### src/rtl/cpio_newc_header_parser_unit_assert.svh
// Assertion helpers, clocked on clk and disabled while rst is high.
`ifndef CPIO_NEWC_HEADER_PARSER_UNIT_ASSERT_SVH
`define CPIO_NEWC_HEADER_PARSER_UNIT_ASSERT_SVH

// Same-cycle implication.
`define CPIO_ASSERT_NOW(lbl, ante, cons, msg) \
  lbl: assert property (@(posedge clk) disable iff (rst) (ante) |-> (cons)) \
    else $error(msg);

// Next-cycle implication.
`define CPIO_ASSERT_NEXT(lbl, ante, cons, msg) \
  lbl: assert property (@(posedge clk) disable iff (rst) (ante) |=> (cons)) \
    else $error(msg);

`endif

### src/rtl/cpio_pkg.sv
package cpio_pkg;

  localparam int PosW      = 7;
  localparam int MagicLen  = 6;
  localparam int HdrLen    = 110;
  localparam int IdxHdrLen = 16;
  localparam int IdxDigEnd = MagicLen + 8;
  localparam int FieldCnt  = 13;
  localparam int SlotCnt   = 6;
  localparam int SlotW     = $clog2(SlotCnt);
  localparam int NameW     = 13;
  localparam int IdxW      = 16;
  localparam int StatusW   = 3;
  localparam int PaddrW    = 4;
  localparam int PdataW    = 32;

  localparam logic [31:0] NameLenMax    = 32'd4096;
  localparam logic [31:0] NameLenMaxSrc = 32'd257;
  localparam logic [31:0] Mask16        = 32'h0000_ffff;

  // magic match flags: bit 1 indexed, bit 0 regular
  localparam logic [1:0] KindNone = 2'd0;
  localparam logic [1:0] KindReg  = 2'd1;
  localparam logic [1:0] KindIdx  = 2'd2;
  localparam logic [1:0] KindBoth = 2'd3;

  localparam logic [StatusW-1:0] StOk       = 3'd0;
  localparam logic [StatusW-1:0] StBadMagic = 3'd1;
  localparam logic [StatusW-1:0] StBadHex   = 3'd2;
  localparam logic [StatusW-1:0] StBadMode  = 3'd3;
  localparam logic [StatusW-1:0] StBadNlink = 3'd4;
  localparam logic [StatusW-1:0] StBadName  = 3'd5;

  localparam logic [1:0] RegSrcPkg   = 2'd0;
  localparam logic [1:0] RegIdxEn    = 2'd1;
  localparam logic [1:0] RegEntryCnt = 2'd2;

  // stored field slots
  localparam logic [SlotW-1:0] SlotInode = 3'd0;
  localparam logic [SlotW-1:0] SlotMode  = 3'd1;
  localparam logic [SlotW-1:0] SlotNlink = 3'd2;
  localparam logic [SlotW-1:0] SlotMtime = 3'd3;
  localparam logic [SlotW-1:0] SlotSize  = 3'd4;
  localparam logic [SlotW-1:0] SlotName  = 3'd5;

  typedef struct packed {
    logic               entry_kind;
    logic [31:0]        inode;
    logic [15:0]        file_mode;
    logic [15:0]        link_count;
    logic [31:0]        mod_time;
    logic [31:0]        file_size;
    logic [NameW-1:0]   name_length;
    logic [NameW-1:0]   name_read_bytes;
    logic [IdxW-1:0]    entry_index;
    logic [StatusW-1:0] status;
  } info_t;

  typedef struct packed {
    logic             keep;
    logic [SlotW-1:0] slot;
  } slot_t;

  function automatic logic [7:0] magic_char(input logic idx, input logic [2:0] p);
    logic [7:0] c;
    case (p)
      3'd0:    c = 8'h30;
      3'd1:    c = 8'h37;
      3'd2:    c = 8'h30;
      3'd3:    c = 8'h37;
      3'd4:    c = 8'h30;
      3'd5:    c = idx ? 8'h58 : 8'h31;
      default: c = 8'h00;
    endcase
    return c;
  endfunction

  // hex digit decode; bit 4 set when the byte is a valid digit
  function automatic logic [4:0] hex_digit(input logic [7:0] b);
    logic [4:0] d;
    if (b >= 8'h30 && b <= 8'h39) begin
      d = {1'b1, b[3:0]};
    end else if ((b >= 8'h41 && b <= 8'h46) || (b >= 8'h61 && b <= 8'h66)) begin
      d = {1'b1, b[3:0] + 4'd9};
    end else begin
      d = 5'd0;
    end
    return d;
  endfunction

  function automatic slot_t slot_of(input logic [3:0] f);
    slot_t s;
    case (f)
      4'd0:    s = '{keep: 1'b1, slot: SlotInode};
      4'd1:    s = '{keep: 1'b1, slot: SlotMode};
      4'd4:    s = '{keep: 1'b1, slot: SlotNlink};
      4'd5:    s = '{keep: 1'b1, slot: SlotMtime};
      4'd6:    s = '{keep: 1'b1, slot: SlotSize};
      4'd11:   s = '{keep: 1'b1, slot: SlotName};
      default: s = '{keep: 1'b0, slot: SlotInode};
    endcase
    return s;
  endfunction

endpackage

### src/rtl/cpio_ifs.sv
interface cpio_hdr_if;
  logic       valid;
  logic       ready;
  logic [7:0] data_byte;
  logic       header_start;

  modport source (output valid, data_byte, header_start, input ready);
  modport sink (input valid, data_byte, header_start, output ready);
endinterface

interface cpio_info_if;
  logic                         valid;
  logic                         ready;
  logic                         entry_kind;
  logic [31:0]                  inode;
  logic [15:0]                  file_mode;
  logic [15:0]                  link_count;
  logic [31:0]                  mod_time;
  logic [31:0]                  file_size;
  logic [cpio_pkg::NameW-1:0]   name_length;
  logic [cpio_pkg::NameW-1:0]   name_read_bytes;
  logic [cpio_pkg::IdxW-1:0]    entry_index;
  logic [cpio_pkg::StatusW-1:0] status;

  modport source (output valid, entry_kind, inode, file_mode, link_count, mod_time,
                  file_size, name_length, name_read_bytes, entry_index, status,
                  input ready);
  modport sink (input valid, entry_kind, inode, file_mode, link_count, mod_time,
                file_size, name_length, name_read_bytes, entry_index, status,
                output ready);
endinterface

### src/rtl/cpio_newc_header_parser_unit.sv
// cpio newc header parser.
// hdr: one header byte per beat; header_start marks the first magic byte and
//   restarts parsing, dropping any header in progress. Bytes seen after a
//   result and before the next header_start are consumed and ignored.
// info: one beat per header: after byte 110 of a 070701 header, byte 16 of
//   a 07070X header, or byte 6 when the magic is bad. Fields other than
//   status are zero on a failed header.
// The result beat is registered in the output register (in the skid entry if
//   info stalls). Throughput: one byte per cycle while hdr is ready; each byte
//   costs one hex decode, a 4-bit accumulator shift and end-of-header checks.
// A two-entry result buffer (output register plus skid) sits on info. hdr
//   stays ready while info is stalled until the skid entry holds a result,
//   then waits for info to drain.
// Reset: synchronous rst clears the parser to wait for header_start, empties
//   the result buffer and zeroes the APB registers (source_package at 0x0,
//   index_entries_enabled at 0x4, entry_count at 0x8). Write them only while
//   the parser is idle.
`include "cpio_newc_header_parser_unit_assert.svh"

module cpio_newc_header_parser_unit (
  input  logic                          clk,
  input  logic                          rst,
  cpio_hdr_if.sink                      hdr,
  cpio_info_if.source                   info,
  input  logic                          psel,
  input  logic                          penable,
  input  logic                          pwrite,
  input  logic [cpio_pkg::PaddrW-1:0]   paddr,
  input  logic [cpio_pkg::PdataW-1:0]   pwdata,
  output logic [cpio_pkg::PdataW-1:0]   prdata,
  output logic                          pready
);

  localparam logic [cpio_pkg::PosW-1:0] MagicLast = 7'(cpio_pkg::MagicLen - 1);
  localparam logic [cpio_pkg::PosW-1:0] MagicLen  = 7'(cpio_pkg::MagicLen);
  localparam logic [cpio_pkg::PosW-1:0] IdxDigEnd = 7'(cpio_pkg::IdxDigEnd);
  localparam logic [cpio_pkg::PosW-1:0] IdxLast   = 7'(cpio_pkg::IdxHdrLen - 1);
  localparam logic [cpio_pkg::PosW-1:0] HdrLast   = 7'(cpio_pkg::HdrLen - 1);

  // configuration
  logic        source_package;
  logic        index_en;
  logic [15:0] entry_count;

  // parser state
  logic [cpio_pkg::PosW-1:0] pos, pos_next;
  logic [31:0]               hacc, hacc_next;
  logic [1:0]                kind, kind_next;
  logic                      fault, fault_next;
  logic                      stopped, stopped_next;
  logic [31:0]               fv [cpio_pkg::SlotCnt];

  // working values for the current beat
  logic [cpio_pkg::PosW-1:0] cur_pos;
  logic [31:0]               cur_acc;
  logic [1:0]                cur_kind;
  logic                      cur_fault;
  logic                      cur_stop;
  logic [4:0]                digit;
  logic [31:0]               shifted;
  logic                      fault_d;
  logic [cpio_pkg::PosW-1:0] off;
  cpio_pkg::slot_t           sl;
  logic                      fv_we;
  logic [31:0]               name_m1;
  logic [31:0]               name_max;
  logic [cpio_pkg::NameW-1:0] name_pad;

  cpio_pkg::info_t res;
  logic            res_hit;
  logic            hdr_fire;

  // result buffer
  cpio_pkg::info_t out_q, skid_q;
  logic            out_v, skid_v;
  logic            out_fire;

  assign pready   = 1'b1;
  assign hdr.ready = !skid_v;
  assign hdr_fire  = hdr.valid && hdr.ready;
  assign out_fire  = out_v && info.ready;

  always_ff @(posedge clk) begin
    if (rst) begin
      source_package <= 1'b0;
      index_en       <= 1'b0;
      entry_count    <= '0;
    end else if (psel && penable && pwrite) begin
      case (paddr[3:2])
        cpio_pkg::RegSrcPkg:   source_package <= pwdata[0];
        cpio_pkg::RegIdxEn:    index_en       <= pwdata[0];
        cpio_pkg::RegEntryCnt: entry_count    <= pwdata[15:0];
        default: ;
      endcase
    end
  end

  always_comb begin
    case (paddr[3:2])
      cpio_pkg::RegSrcPkg:   prdata = {31'd0, source_package};
      cpio_pkg::RegIdxEn:    prdata = {31'd0, index_en};
      cpio_pkg::RegEntryCnt: prdata = {16'd0, entry_count};
      default:               prdata = '0;
    endcase
  end

  always_comb begin
    cur_pos   = hdr.header_start ? '0 : pos;
    cur_acc   = hdr.header_start ? '0 : hacc;
    cur_kind  = hdr.header_start ? cpio_pkg::KindBoth : kind;
    cur_fault = hdr.header_start ? 1'b0 : fault;
    cur_stop  = hdr.header_start ? 1'b0 : stopped;
    digit     = cpio_pkg::hex_digit(hdr.data_byte);
    shifted   = {cur_acc[27:0], digit[3:0]};
    fault_d   = cur_fault | !digit[4];
    off       = cur_pos - MagicLen;
    sl        = cpio_pkg::slot_of(off[6:3]);
    name_m1   = fv[cpio_pkg::SlotName] - 32'd1;
    name_max  = source_package ? cpio_pkg::NameLenMaxSrc : cpio_pkg::NameLenMax;
    name_pad  = 13'd2 + ((name_m1[12:0] + 13'd2) & ~13'd3);

    pos_next     = pos;
    hacc_next    = hacc;
    kind_next    = kind;
    fault_next   = fault;
    stopped_next = stopped;
    fv_we        = 1'b0;
    res          = '0;
    res_hit      = 1'b0;

    if (hdr_fire) begin
      hacc_next    = cur_acc;
      kind_next    = cur_kind;
      fault_next   = cur_fault;
      stopped_next = cur_stop;
      pos_next     = cur_pos;
      if (!cur_stop) begin
        pos_next = cur_pos + 7'd1;
        if (cur_pos < MagicLen) begin
          kind_next = cur_kind &
            {hdr.data_byte == cpio_pkg::magic_char(1'b1, cur_pos[2:0]),
             hdr.data_byte == cpio_pkg::magic_char(1'b0, cur_pos[2:0])};
          if (cur_pos == MagicLast) begin
            if (!index_en) begin
              kind_next[1] = 1'b0;
            end
            if (kind_next == cpio_pkg::KindNone) begin
              res.status   = cpio_pkg::StBadMagic;
              res_hit      = 1'b1;
              stopped_next = 1'b1;
            end
          end
        end else if (cur_kind == cpio_pkg::KindIdx) begin
          if (cur_pos < IdxDigEnd) begin
            hacc_next  = shifted;
            fault_next = fault_d;
          end else if (cur_pos == IdxLast) begin
            res_hit      = 1'b1;
            stopped_next = 1'b1;
            if (cur_fault) begin
              res.status = cpio_pkg::StBadHex;
            end else if (cur_acc >= {16'd0, entry_count}) begin
              res.status = cpio_pkg::StBadName;
            end else begin
              res.status      = cpio_pkg::StOk;
              res.entry_kind  = 1'b1;
              res.entry_index = cur_acc[15:0];
            end
          end
        end else begin
          hacc_next  = shifted;
          fault_next = fault_d;
          if (off[2:0] == 3'd7) begin
            hacc_next = '0;
            fv_we     = sl.keep;
          end
          if (cur_pos == HdrLast) begin
            res_hit      = 1'b1;
            stopped_next = 1'b1;
            if (fault_d) begin
              res.status = cpio_pkg::StBadHex;
            end else if (|fv[cpio_pkg::SlotMode][31:16]) begin
              res.status = cpio_pkg::StBadMode;
            end else if (|fv[cpio_pkg::SlotNlink][31:16]) begin
              res.status = cpio_pkg::StBadNlink;
            end else if (name_m1 == 32'd0 || name_m1 > name_max) begin
              res.status = cpio_pkg::StBadName;
            end else begin
              res.status          = cpio_pkg::StOk;
              res.inode           = fv[cpio_pkg::SlotInode];
              res.file_mode       = fv[cpio_pkg::SlotMode][15:0];
              res.link_count      = fv[cpio_pkg::SlotNlink][15:0];
              res.mod_time        = fv[cpio_pkg::SlotMtime];
              res.file_size       = fv[cpio_pkg::SlotSize];
              res.name_length     = name_m1[12:0];
              res.name_read_bytes = name_pad;
            end
          end
        end
      end
    end
  end

  always_ff @(posedge clk) begin
    if (rst) begin
      pos     <= '0;
      hacc    <= '0;
      kind    <= cpio_pkg::KindNone;
      fault   <= 1'b0;
      stopped <= 1'b1;
    end else begin
      pos     <= pos_next;
      hacc    <= hacc_next;
      kind    <= kind_next;
      fault   <= fault_next;
      stopped <= stopped_next;
    end
  end

  always_ff @(posedge clk) begin
    if (fv_we) begin
      fv[sl.slot] <= shifted;
    end
  end

  always_ff @(posedge clk) begin
    if (rst) begin
      out_v  <= 1'b0;
      skid_v <= 1'b0;
    end else if (!out_v || out_fire) begin
      if (skid_v) begin
        out_v  <= 1'b1;
        skid_v <= 1'b0;
      end else begin
        out_v <= res_hit;
      end
    end else if (res_hit) begin
      skid_v <= 1'b1;
    end
  end

  always_ff @(posedge clk) begin
    if (!out_v || out_fire) begin
      out_q <= skid_v ? skid_q : res;
    end else if (res_hit) begin
      skid_q <= res;
    end
  end

  assign info.valid           = out_v;
  assign info.entry_kind      = out_q.entry_kind;
  assign info.inode           = out_q.inode;
  assign info.file_mode       = out_q.file_mode;
  assign info.link_count      = out_q.link_count;
  assign info.mod_time        = out_q.mod_time;
  assign info.file_size       = out_q.file_size;
  assign info.name_length     = out_q.name_length;
  assign info.name_read_bytes = out_q.name_read_bytes;
  assign info.entry_index     = out_q.entry_index;
  assign info.status          = out_q.status;

  `CPIO_ASSERT_NOW(a_skid_behind_out, skid_v, out_v,
    "skid entry held while output register empty")
  `CPIO_ASSERT_NOW(a_pos_in_header, !stopped, pos <= HdrLast,
    "byte position ran past the header end")
  `CPIO_ASSERT_NEXT(a_stopped_hold, hdr_fire && stopped && !hdr.header_start,
    stopped && pos == $past(pos) && !skid_v || stopped && pos == $past(pos),
    "ignored byte changed parser state")
  `CPIO_ASSERT_NOW(a_fail_zero, out_v && out_q.status != cpio_pkg::StOk,
    out_q.entry_kind == 1'b0 && out_q.inode == '0 && out_q.file_size == '0
    && out_q.entry_index == '0 && out_q.name_length == '0,
    "failed header carries nonzero fields")

endmodule
### src/flat_wrapper.sv
// flat-port wrapper written by rule: the top's interface ports become plain ports
module cpio_newc_header_parser_unit_flat 
  (clk, rst, psel, penable, pwrite, paddr, pwdata, prdata, pready, hdr_valid, hdr_data_byte, hdr_header_start, hdr_ready, info_valid, info_entry_kind, info_inode, info_file_mode, info_link_count, info_mod_time, info_file_size, info_name_length, info_name_read_bytes, info_entry_index, info_status, info_ready);
  cpio_hdr_if hdr_i ();
  cpio_info_if info_i ();
  input  logic clk;
  input  logic rst;
  input  logic psel;
  input  logic penable;
  input  logic pwrite;
  input  logic [cpio_pkg::PaddrW-1:0] paddr;
  input  logic [cpio_pkg::PdataW-1:0] pwdata;
  output logic [cpio_pkg::PdataW-1:0] prdata;
  output logic pready;
  input wire logic [$bits(hdr_i.valid)-1:0] hdr_valid;
  input wire logic [$bits(hdr_i.data_byte)-1:0] hdr_data_byte;
  input wire logic [$bits(hdr_i.header_start)-1:0] hdr_header_start;
  output wire logic [$bits(hdr_i.ready)-1:0] hdr_ready;
  output wire logic [$bits(info_i.valid)-1:0] info_valid;
  output wire logic [$bits(info_i.entry_kind)-1:0] info_entry_kind;
  output wire logic [$bits(info_i.inode)-1:0] info_inode;
  output wire logic [$bits(info_i.file_mode)-1:0] info_file_mode;
  output wire logic [$bits(info_i.link_count)-1:0] info_link_count;
  output wire logic [$bits(info_i.mod_time)-1:0] info_mod_time;
  output wire logic [$bits(info_i.file_size)-1:0] info_file_size;
  output wire logic [$bits(info_i.name_length)-1:0] info_name_length;
  output wire logic [$bits(info_i.name_read_bytes)-1:0] info_name_read_bytes;
  output wire logic [$bits(info_i.entry_index)-1:0] info_entry_index;
  output wire logic [$bits(info_i.status)-1:0] info_status;
  input wire logic [$bits(info_i.ready)-1:0] info_ready;
  assign hdr_i.valid = hdr_valid;
  assign hdr_i.data_byte = hdr_data_byte;
  assign hdr_i.header_start = hdr_header_start;
  assign hdr_ready = hdr_i.ready;
  assign info_valid = info_i.valid;
  assign info_entry_kind = info_i.entry_kind;
  assign info_inode = info_i.inode;
  assign info_file_mode = info_i.file_mode;
  assign info_link_count = info_i.link_count;
  assign info_mod_time = info_i.mod_time;
  assign info_file_size = info_i.file_size;
  assign info_name_length = info_i.name_length;
  assign info_name_read_bytes = info_i.name_read_bytes;
  assign info_entry_index = info_i.entry_index;
  assign info_status = info_i.status;
  assign info_i.ready = info_ready;
  cpio_newc_header_parser_unit u_core (.clk(clk), .rst(rst), .hdr(hdr_i), .info(info_i), .psel(psel), .penable(penable), .pwrite(pwrite), .paddr(paddr), .pwdata(pwdata), .prdata(prdata), .pready(pready));
endmodule
### config.mk
export PLATFORM = sky130hd
export DESIGN_NAME = cpio_newc_header_parser_unit_flat
export DESIGN_NICKNAME = d
export VERILOG_FILES = /design/src/rtl/cpio_pkg.sv /design/src/rtl/cpio_ifs.sv /design/src/rtl/cpio_newc_header_parser_unit.sv /design/src/flat_wrapper.sv
export VERILOG_INCLUDE_DIRS = /design/src /design/src/rtl
export SDC_FILE = /design/constraint.sdc
export NUM_CORES = 1
export LEC_CHECK = 0
export ABC_AREA = 1
export BUFFER_PORTS_ARGS = -buffer_cell sky130_fd_sc_hd__buf_4
export CAP_MARGIN = 10
export CORE_MARGIN = 2
export CORE_UTILIZATION = 38
export DETAILED_ROUTE_END_ITERATION = 8
export PLACE_DENSITY = 0.59
export SYNTH_ARGS = -nofsm -noshare
export SYNTH_HDL_FRONTEND = slang
export SYNTH_SLANG_ARGS = --single-unit
### constraint.sdc
create_clock -name clk -period 22.4 [get_ports clk]
set_input_delay 3.36 -clock clk [delete_from_list [all_inputs] [get_ports clk]]
set_output_delay 3.36 -clock clk [all_outputs]
set_load 0.03 [all_outputs]
# Word level (Yosys, flattened, before mapping)
# Memory sizes are Yosys's and may differ from the RTL's.
# Cells that the tools add are included.
[totals]
ff_bits = 411
mem_bits_rw = 192
output_inout_bits = 209
elab_cells = 181
memories = 1
[memory_table]
columns = ["name", "words", "word_bits", "read_ports", "rd_clocked_by_memory_dff", "wr", "line_no", "text"]
rows = [
  ["u_core.fv", 6, 32, 6, 0, 1, "cpio_newc_header_parser_unit.sv:51", "logic [31:0] fv [cpio_pkg::SlotCnt];"],
]
[op_classes]
addsub = 6
n_lt_le_gt_ge = 10
eq_ne = 19
muxes = 85
n_bitwise = 3
reduce_logical = 27
[op_table]
columns = ["op", "count"]
rows = [
  ["$mux W154", 6],
  ["$mux W174", 3],
  ["$mux W32", 6],
  ["$mux W171", 1],
  ["$mux W16", 3],
  ["$mux W8", 6],
  ["$pmux W16 S3", 1],
  ["$mux W19", 2],
  ["$mux W1", 36],
  ["$ge A32 B16 Y1", 1],
  ["$gt A32 B32 Y1", 1],
  ["$logic_not A32 Y1", 1],
  ["$reduce_or A16 Y1", 2],
  ["$sub A32 B1 Y32 const B", 1],
  ["$mux W3", 10],
  ["$pmux W4 S6", 1],
  ["$pmux W7 S3", 1],
  ["$pmux W6 S3", 1],
  ["$eq A8 B8 Y1", 2],
  ["$ge A8 B7 Y1 const B", 2],
  ["$le A8 B7 Y1 const B", 2],
  ["$mux W7", 2],
  ["$add A13 B2 Y13 const B", 1],
  ["$add A2 B13 Y13 const A", 1],
  ["other kinds (33)", 57],
]

# Longest topological paths before layout
# Gate-level depths: netlist (run 1).
[logic_depth]
ltp_word = 21
ltp_mapped = 21
ltp_nobuf = 21

# Worst setup path before layout (run 1)
# No wires, ideal clock.
[synth_timing]
path_kind = "input port to flip-flop"
startpoint = "input info_ready"
endpoint = "register u_core.skid_q[0] in the netlist's numbering, enable pin"
setup_time_ps = 1649
arrival_time_ps = 15094
slack_ps = 5657
path_stages = 3
path_cell_list = "nor2_1 -> inv_1 -> nor2_1"
[synth_via]
elab_chain_len = 4
[synth_rtl]
columns = ["item", "line_no", "text"]
rows = [
  ["from (decl)", "flat_wrapper.sv:30", "input wire logic [$bits(info_i.ready)-1:0] info_ready;"],
  ["$logic_and A1 B1 Y1", "cpio_newc_header_parser_unit.sv:81", "assign out_fire = out_v && info.ready;"],
  ["$logic_or A1 B1 Y1", "cpio_newc_header_parser_unit.sv:243", "if (!out_v || out_fire) begin"],
  ["$not A1 Y1 (no line)", "--", ""],
  ["$reduce_and A2 Y1 (no line)", "--", ""],
  ["to (signal assigned)", "cpio_newc_header_parser_unit.sv:246", "skid_q <= res;"],
  ["to (decl)", "cpio_newc_header_parser_unit.sv:74", "cpio_pkg::info_t out_q, skid_q;"],
]
# Every way passes these cells.
# A chain may end at the register's enable or synchronous reset.

# Final worst setup path (run 1)
[layout_timing]
startpoint = "input paddr[3] in the netlist's numbering"
endpoint = "output prdata[11] in the netlist's numbering"
[layout_via]
elab_chain_len = 2
word_cells_on_any_way = 4
[layout_rtl]
columns = ["item", "line_no", "text"]
rows = [
  ["from (decl)", "flat_wrapper.sv:11", "input logic [cpio_pkg::PaddrW-1:0] paddr;"],
  ["$eq A2 B2 Y1, or another cell as far along", "cpio_newc_header_parser_unit.sv:99", "case (paddr[3:2])"],
  ["$pmux W16 S3 (*)", "cpio_newc_header_parser_unit.sv:99", ""],
  ["to (decl)", "flat_wrapper.sv:13", "output logic [cpio_pkg::PdataW-1:0] prdata;"],
]
# Mark *: on every way between the ends. The rest lies on a longest branch, timed or not.

==> impl_metrics.ini, run 1 <==
[synth]
avgSynthCellArea_um2 = 11.55
seq_area_frac_synth = 0.6854
synth_most_common_cell = edfxtp_1
syn_area_um2 = 25410
ys_top_cells_by_count = edfxtp_1 (538), nand2_1 (347), nor2_1 (337)
yosysWarnings = 0
async_flop_share = 0
synth_top_area_cell = edfxtp_1
ys_types = 48
synth_edf_count = 538
synthTopCellsByArea = edfxtp_1 (64%), nand2_1 (5.1%), nor2_1 (5.0%)
synth_top_area_share = 0.6358
ys_ff_latch = 601
synth-main-ff-cell = edfxtp_1
syn_inst = 2200

[placement]
placement.cell_area_um2 = 27930
place_inst = 3244
dpl.hpwl_um = 41870
place_congestion = 0.8433
place_ws_ps = 14210
port_buffers = 224

[grt]
antenna_found_initial = 4
overflow = 0
grt_pass1_vias = 15690
grt_pass1_wl_um = 95010
grt_start_max_net_pins = 109
grt.total_usage = 0.1802

[pwr]
swShare = 0.2013
peakVddDrop_v = 0.00006038
power_density_nw_per_um2 = 77.27
p_sw_uw = 467.0
p_seq_frac = 0.523
p_comb_frac = 0.024
power.internal_uw = 1853
p_leak_uw = 0.01207
power.share.clock = 0.454

[flow_run]
max_cap_viol_count = 0

[critical_path]
critPathKind = in2out
r2r-start = u_core.fv[5][0]
required_ps = 19040
worstPathArrival_ps = 4390
cp-end-kind = output port
critical_path_peak_fanout = 16
worstSetupStartpoint = paddr[3]
cp-start-kind = input pin

[sta]
rsz0062_at_grt = no
fin_skew_ps = 20.27
report.final.hold_viol_count = 0
finalSetupViolCount = 0
worst_slack_ps = 14650
max_freq_mhz = 129.0
fin_crit_sh = 0.3462
max_slew_margin = 0.1651
report.final.slew_viol_count = 0
fin_crit_ps = 7755
fin_setup_tns_ps = 0
tightestPinTransition_ps = 1248

[clock_network]
clock-sinks = 601
clock_latency_ps = 620
htree_levels = 2
cts_resized = 0
cts_made_buffers = 60
post_cts_buffers = 0
cts_tree = done
cts_buffer_depth = 3
clockRootBuffer = clkbuf_16
path_clk_slew_ps = 60
cts_hold_buf = 0

[drt]
wl_um = 63740
detail_route.vias_per_cell = 4.880
avgRoutedWirePerCell_um = 18.98
drc_errors = 0
dr.pass1.iters = 5
ant_nets = 0
route.vias.total = 16390
drtIter0Drc = 1229

[layout]
finalNetCount = 2526
nFillCells = 6057
final_core_util = 0.4550
multi_input_area_um2 = 6375
postLayoutCellArea_um2 = 30020
final_cells = 3358
regArea_um2 = 17420
drive_gt1_frac = 0.1973
diodes = 0
syn2layout_area_growth_pct = 18.16

[die]
dieArea_um2 = 68950
start_util = 0.3851
die_y_um = 262.6
rows = 94
die_x_um = 262.6
coreArea_um2 = 65980
top_level_ports = 261

[outcome]
outcome = finished, final reports clean

[worst_hold_path]
min_from = u_core.hacc[9]
min_path_type = reg2reg
-- cell usage in the layout (no fill, tap or decap), types with 8 or more instances in the layout --
cell       synthesis  layout
clkinv_1           1      14
o21ai_1           40      42
nand4_1           18      18
nor2_1           337     331
clkinv_2           0      15
a221oi_1          26      26
edfxtp_1         538     538
bufinv_16          0      11
inv_1            281     280
nor3_1            11      11
xor2_1            18      18
nor4_1            16      15
nor2_2             9      11
nand2_2           10      11
o21ai_0           88      86
nand3_1           53      53
buf_4             21     263
a211oi_1          27      27
conb_1             2      18
clkbuf_16          0      61
nor2_4             4       8
o21ai_2           91      91
ha_1              32      32
nand2_1          347     346
a21oi_1           53      52
clkbuf_1          39       8
dfxtp_1           63      62
-- final cells by class --
cell class,instances,area share
clock buffer,69,0.05184
clock inverter,45,0.01780
inverter,286,0.03601
multi-input combinational,1230,0.2123
sequential,601,0.5802
tap,864,0.03601
timing repair buffer,263,0.06576
-- path summary, 6_finish.rpt --
| path | slack (ps) | cells past startpoint | endpoint |
|---|---|---|---|
| worst max-delay path | 14650 | 6 | prdata[11] |
| worst min-delay path | 460 | 2 | u_core.hacc[9] |
| worst max register to register | 17610 | 16 | u_core.info.inode[25] |
| worst min register to register | 460 | 2 | u_core.hacc[9] |
-- logic make-up (layout without fill, tap and decap cells) --
group / after synthesis / in the layout / synth area share
DFF: 601 / 601 / 0.6854
xor gates and xnor gates: 20 / 20 / 0.006894
and+or+nand+nor: 818 / 818 / 0.1343
AOI/OAI and AO/OA: 342 / 342 / 0.08903
adders and majority gates: 32 / 32 / 0.01576
other: 2 / 18 / 0.0002956
buffers and inverters: 385 / 663 / 0.06825
-- flip-flops by register name (all words and copies together) (netlist names), 2 cells and up --
name	cells
u_core.info.file_mode	16
u_core.hacc	32
u_core.info.inode	32
u_core.fv	192
u_core.info.mod_time	32
u_core.entry_count	16
u_core.info.name_length	13
u_core.info.status	3
u_core.skid_q	173
u_core.info.entry_index	16
u_core.kind	2
u_core.info.name_read_bytes	12
u_core.pos	7
u_core.info.file_size	32
u_core.info.link_count	16
-- metrics by stage --
| step | total power, uW | hold slack [ps] |
|---|---|---|
| finish | 2320 | 464.3 |
| global route | 2390 | 479.8 |
| CTS | 2343 | 464.7 |
| detailed placement | 1291 | 452.7 |
| global placement | 1290 | 450.7 |
| floorplan | 1270 | 440.2 |
-- critical path, cell delays in order --
cell and delay [ps]:
buf_4 120, inv_1 110, nor2_1 70, inv_1 420, nor2_1 110, buf_4 190
-- power groups by stage --
stage               Sequential, uW  Combinational [uW]  Clock [uW]
finish                        1210                55.1        1050
global route                  1210                60.0        1120
CTS                           1210                55.0        1080
detailed placement            1240                54.9           0
global placement              1240                53.8           0
floorplan                     1240                32.5           0
-- routing by layer --
layer | routed length, um | global-route usage | share of wire | vias to the layer above
met4 | 1490 | 0.05266 | 0.023 | 0
met3 | 4021 | 0.03533 | 0.063 | 98
met2 | 30270 | 0.2974 | 0.47 | 490
met5 | 0 | 0 | 0 | -
li1 | - | - | - | 7941
met1 | 27950 | 0.2416 | 0.44 | 7858
(Power assumes the default switching activity.)
==> inputs of run 2 (changes only) <==
--- a/config.mk
+++ b/config.mk
@@ -12,7 +12,7 @@
 export CORE_MARGIN = 2
 export CORE_UTILIZATION = 38
 export DETAILED_ROUTE_END_ITERATION = 8
-export PLACE_DENSITY = 0.59
+export PLACE_DENSITY = 0.61
 export SYNTH_ARGS = -nofsm -noshare
 export SYNTH_HDL_FRONTEND = slang
 export SYNTH_SLANG_ARGS = --single-unit
==> constraint.sdc (replaced) <==
create_clock -name clk -period 7.1 [get_ports clk]
set_input_delay 1.065 -clock clk [delete_from_list [all_inputs] [get_ports clk]]
set_output_delay 1.065 -clock clk [all_outputs]
set_load 0.03 [all_outputs]
==> run 2 against run 1 <==
  * Hold slack improved by 0.79 ps
  * First-iteration DRC count increased by 2.4%
  * Cell count about the same
  * Sequential power increased to 3.2 times the previous value
  * Cell area about the same
  * Combinational power increased to 3.1 times the previous value
  * Utilization about the same
  * Routed wire length decreased by 1.7%
  * Clock skew about the same
  * Die area unchanged
  * Setup slack got worse by 12000 ps
  * Critical path type is now in2reg
  * Largest power group unchanged
==> impl_metrics.ini, run 2 (synthesis gave the netlist of run 1 again) <==
[drt]
detail_route.vias_per_cell = 4.916
dr.pass1.iters = 6
drc_errors = 0
wl_um = 62680
route.vias.total = 16490
drtIter0Drc = 1258
ant_nets = 0
avgRoutedWirePerCell_um = 18.68

[sta]
fin_skew_ps = 20.60
fin_crit_sh = 0.6698
finalSetupViolCount = 0
hold_slack_ps = 465.1
worst_slack_ps = 2344
rsz0062_at_grt = no
max_freq_mhz = 210.3
max_slew_margin = 0.03573
tightestPinTransition_ps = 1446
fin_crit_ps = 4756
report.final.slew_viol_count = 0
report.final.hold_viol_count = 0

[placement]
dpl.hpwl_um = 40540
place_ws_ps = 1796
port_buffers = 224
place_congestion = 0.8523

[layout]
diodes = 0
final_cell_mix = edfxtp_1 (538), nand2_1 (346), nor2_1 (329)
largest_reg_flops = 192
finalNetCount = 2524
multi_input_area_um2 = 6376
nFillCells = 6021
layout_commonest_cell = edfxtp_1
regMostFlops = u_core.fv
syn2layout_area_growth_pct = 18.27
drive_gt1_frac = 0.1975
regArea_um2 = 17420
top_regs = u_core.fv x192, u_core.skid_q x173

[clock_network]
clock_latency_ps = 630
htree_levels = 2
clock-sinks = 601
cts_resized = 0
path_clk_slew_ps = 60
cts_tree = done
cts_made_buffers = 61
cts_hold_buf = 0
clockRootBuffer = clkbuf_16
cts_buffer_depth = 3
post_cts_buffers = 0

[critical_path]
cp-end-kind = flop
path_cells = buf_4 -> inv_1 -> nand2_1 -> inv_1 -> ha_1 -> ha_1 -> a21oi_1 -> nand2_1 -> nor2_1 -> nor2_1 -> nand4_1 -> nor2_1 -> nor2_1 -> nand2_1 -> nand2_1 -> nand3_1 -> nor2_4 -> buf_12
critical_path_peak_fanout = 173
crit_buf_inv = 4
cp_slowest_cell = buf_12
cpPeakStageDelay_ps = 640
required_ps = 7340
critPathKind = in2reg
r2r_setup_slack_ps = 2670
worstPathArrival_ps = 5000
cp_top_family = buffers and inverters
cp-start-kind = input pin

[die]
dieArea_um2 = 68950
start_util = 0.3851
die_y_um = 262.6
coreArea_um2 = 65980
rows = 94
die_x_um = 262.6
top_level_ports = 261

[pwr]
p_leak_uw = 0.01205
total_power_uw = 7351
power_density_nw_per_um2 = 244.6
peakVddDrop_v = 0.0001762

[worst_hold_path]
min_path_type = reg2reg

[grt]
overflow = 0
grt.total_usage = 0.1774
grt_start_max_net_pins = 176
grt_pass1_wl_um = 93880
grt_pass1_vias = 15690
antenna_found_initial = 0

[flow_run]
max_cap_viol_count = 0

[outcome]
outcome = finished, final reports clean
run 2: worst paths after layout:
kind,start,endpoint,depth (start not counted)
setup / recovery,hdr_header_start,u_core.skid_q[103],18
hold / removal,u_core.hacc[23],u_core.hacc[23],2
setup reg to reg,u_core.fv[5][0],u_core.info.name_length[1],14
hold reg to reg,u_core.hacc[23],u_core.hacc[23],2
run 2: stage by stage:
step	utilization	cell area, um^2	setup TNS, ps	instances
floorplan	-	25480	-844360	2216
global placement	0.4234	27940	0	3240
detailed placement	0.4234	27940	0	3240
CTS	0.4553	30040	0	3354
global route	0.4555	30050	0	3355
finish	0.4555	30050	0	3355
run 2: layer usage:
layer | share of wire | vias up | global-route usage
li1 | - | 7941 | -
met2 | 0.46 | 513 | 0.2891
met4 | 0.021 | 0 | 0.04784
met3 | 0.064 | 94 | 0.03439
met1 | 0.45 | 7945 | 0.2428
met5 | 0 | - | 0
run 2: layout make-up:
class	count	area share
Clock buffer	71	0.05204
Clock inverter	43	0.01794
Inverter	286	0.03585
Multi-Input combinational cell	1230	0.2122
Sequential cell	601	0.5797
Tap cell	864	0.03597
Timing Repair Buffer	260	0.06633
run 2: power by group:
part | leakage [uW] | switching [uW] | internal (uW)
Combinational | 0.00556 | 121 | 51.1
Clock | 0.00101 | 1370 | 1980
Sequential | 0.00548 | 6.10 | 3820
Total | 0.0120 | 1500 | 5860
run 2: worst reg2reg max path: stages (launching register included):
cell	delay, ps
edfxtp_1	500
inv_2	150
ha_1	270
nand2_2	170
o21ai_0	280
and2_1	330
inv_1	110
ha_1	290
nand2_1	50
nor2_1	150
nand4_1	110
nand2_2	220
nand4_4	650
buf_12	490
o21ai_0	460
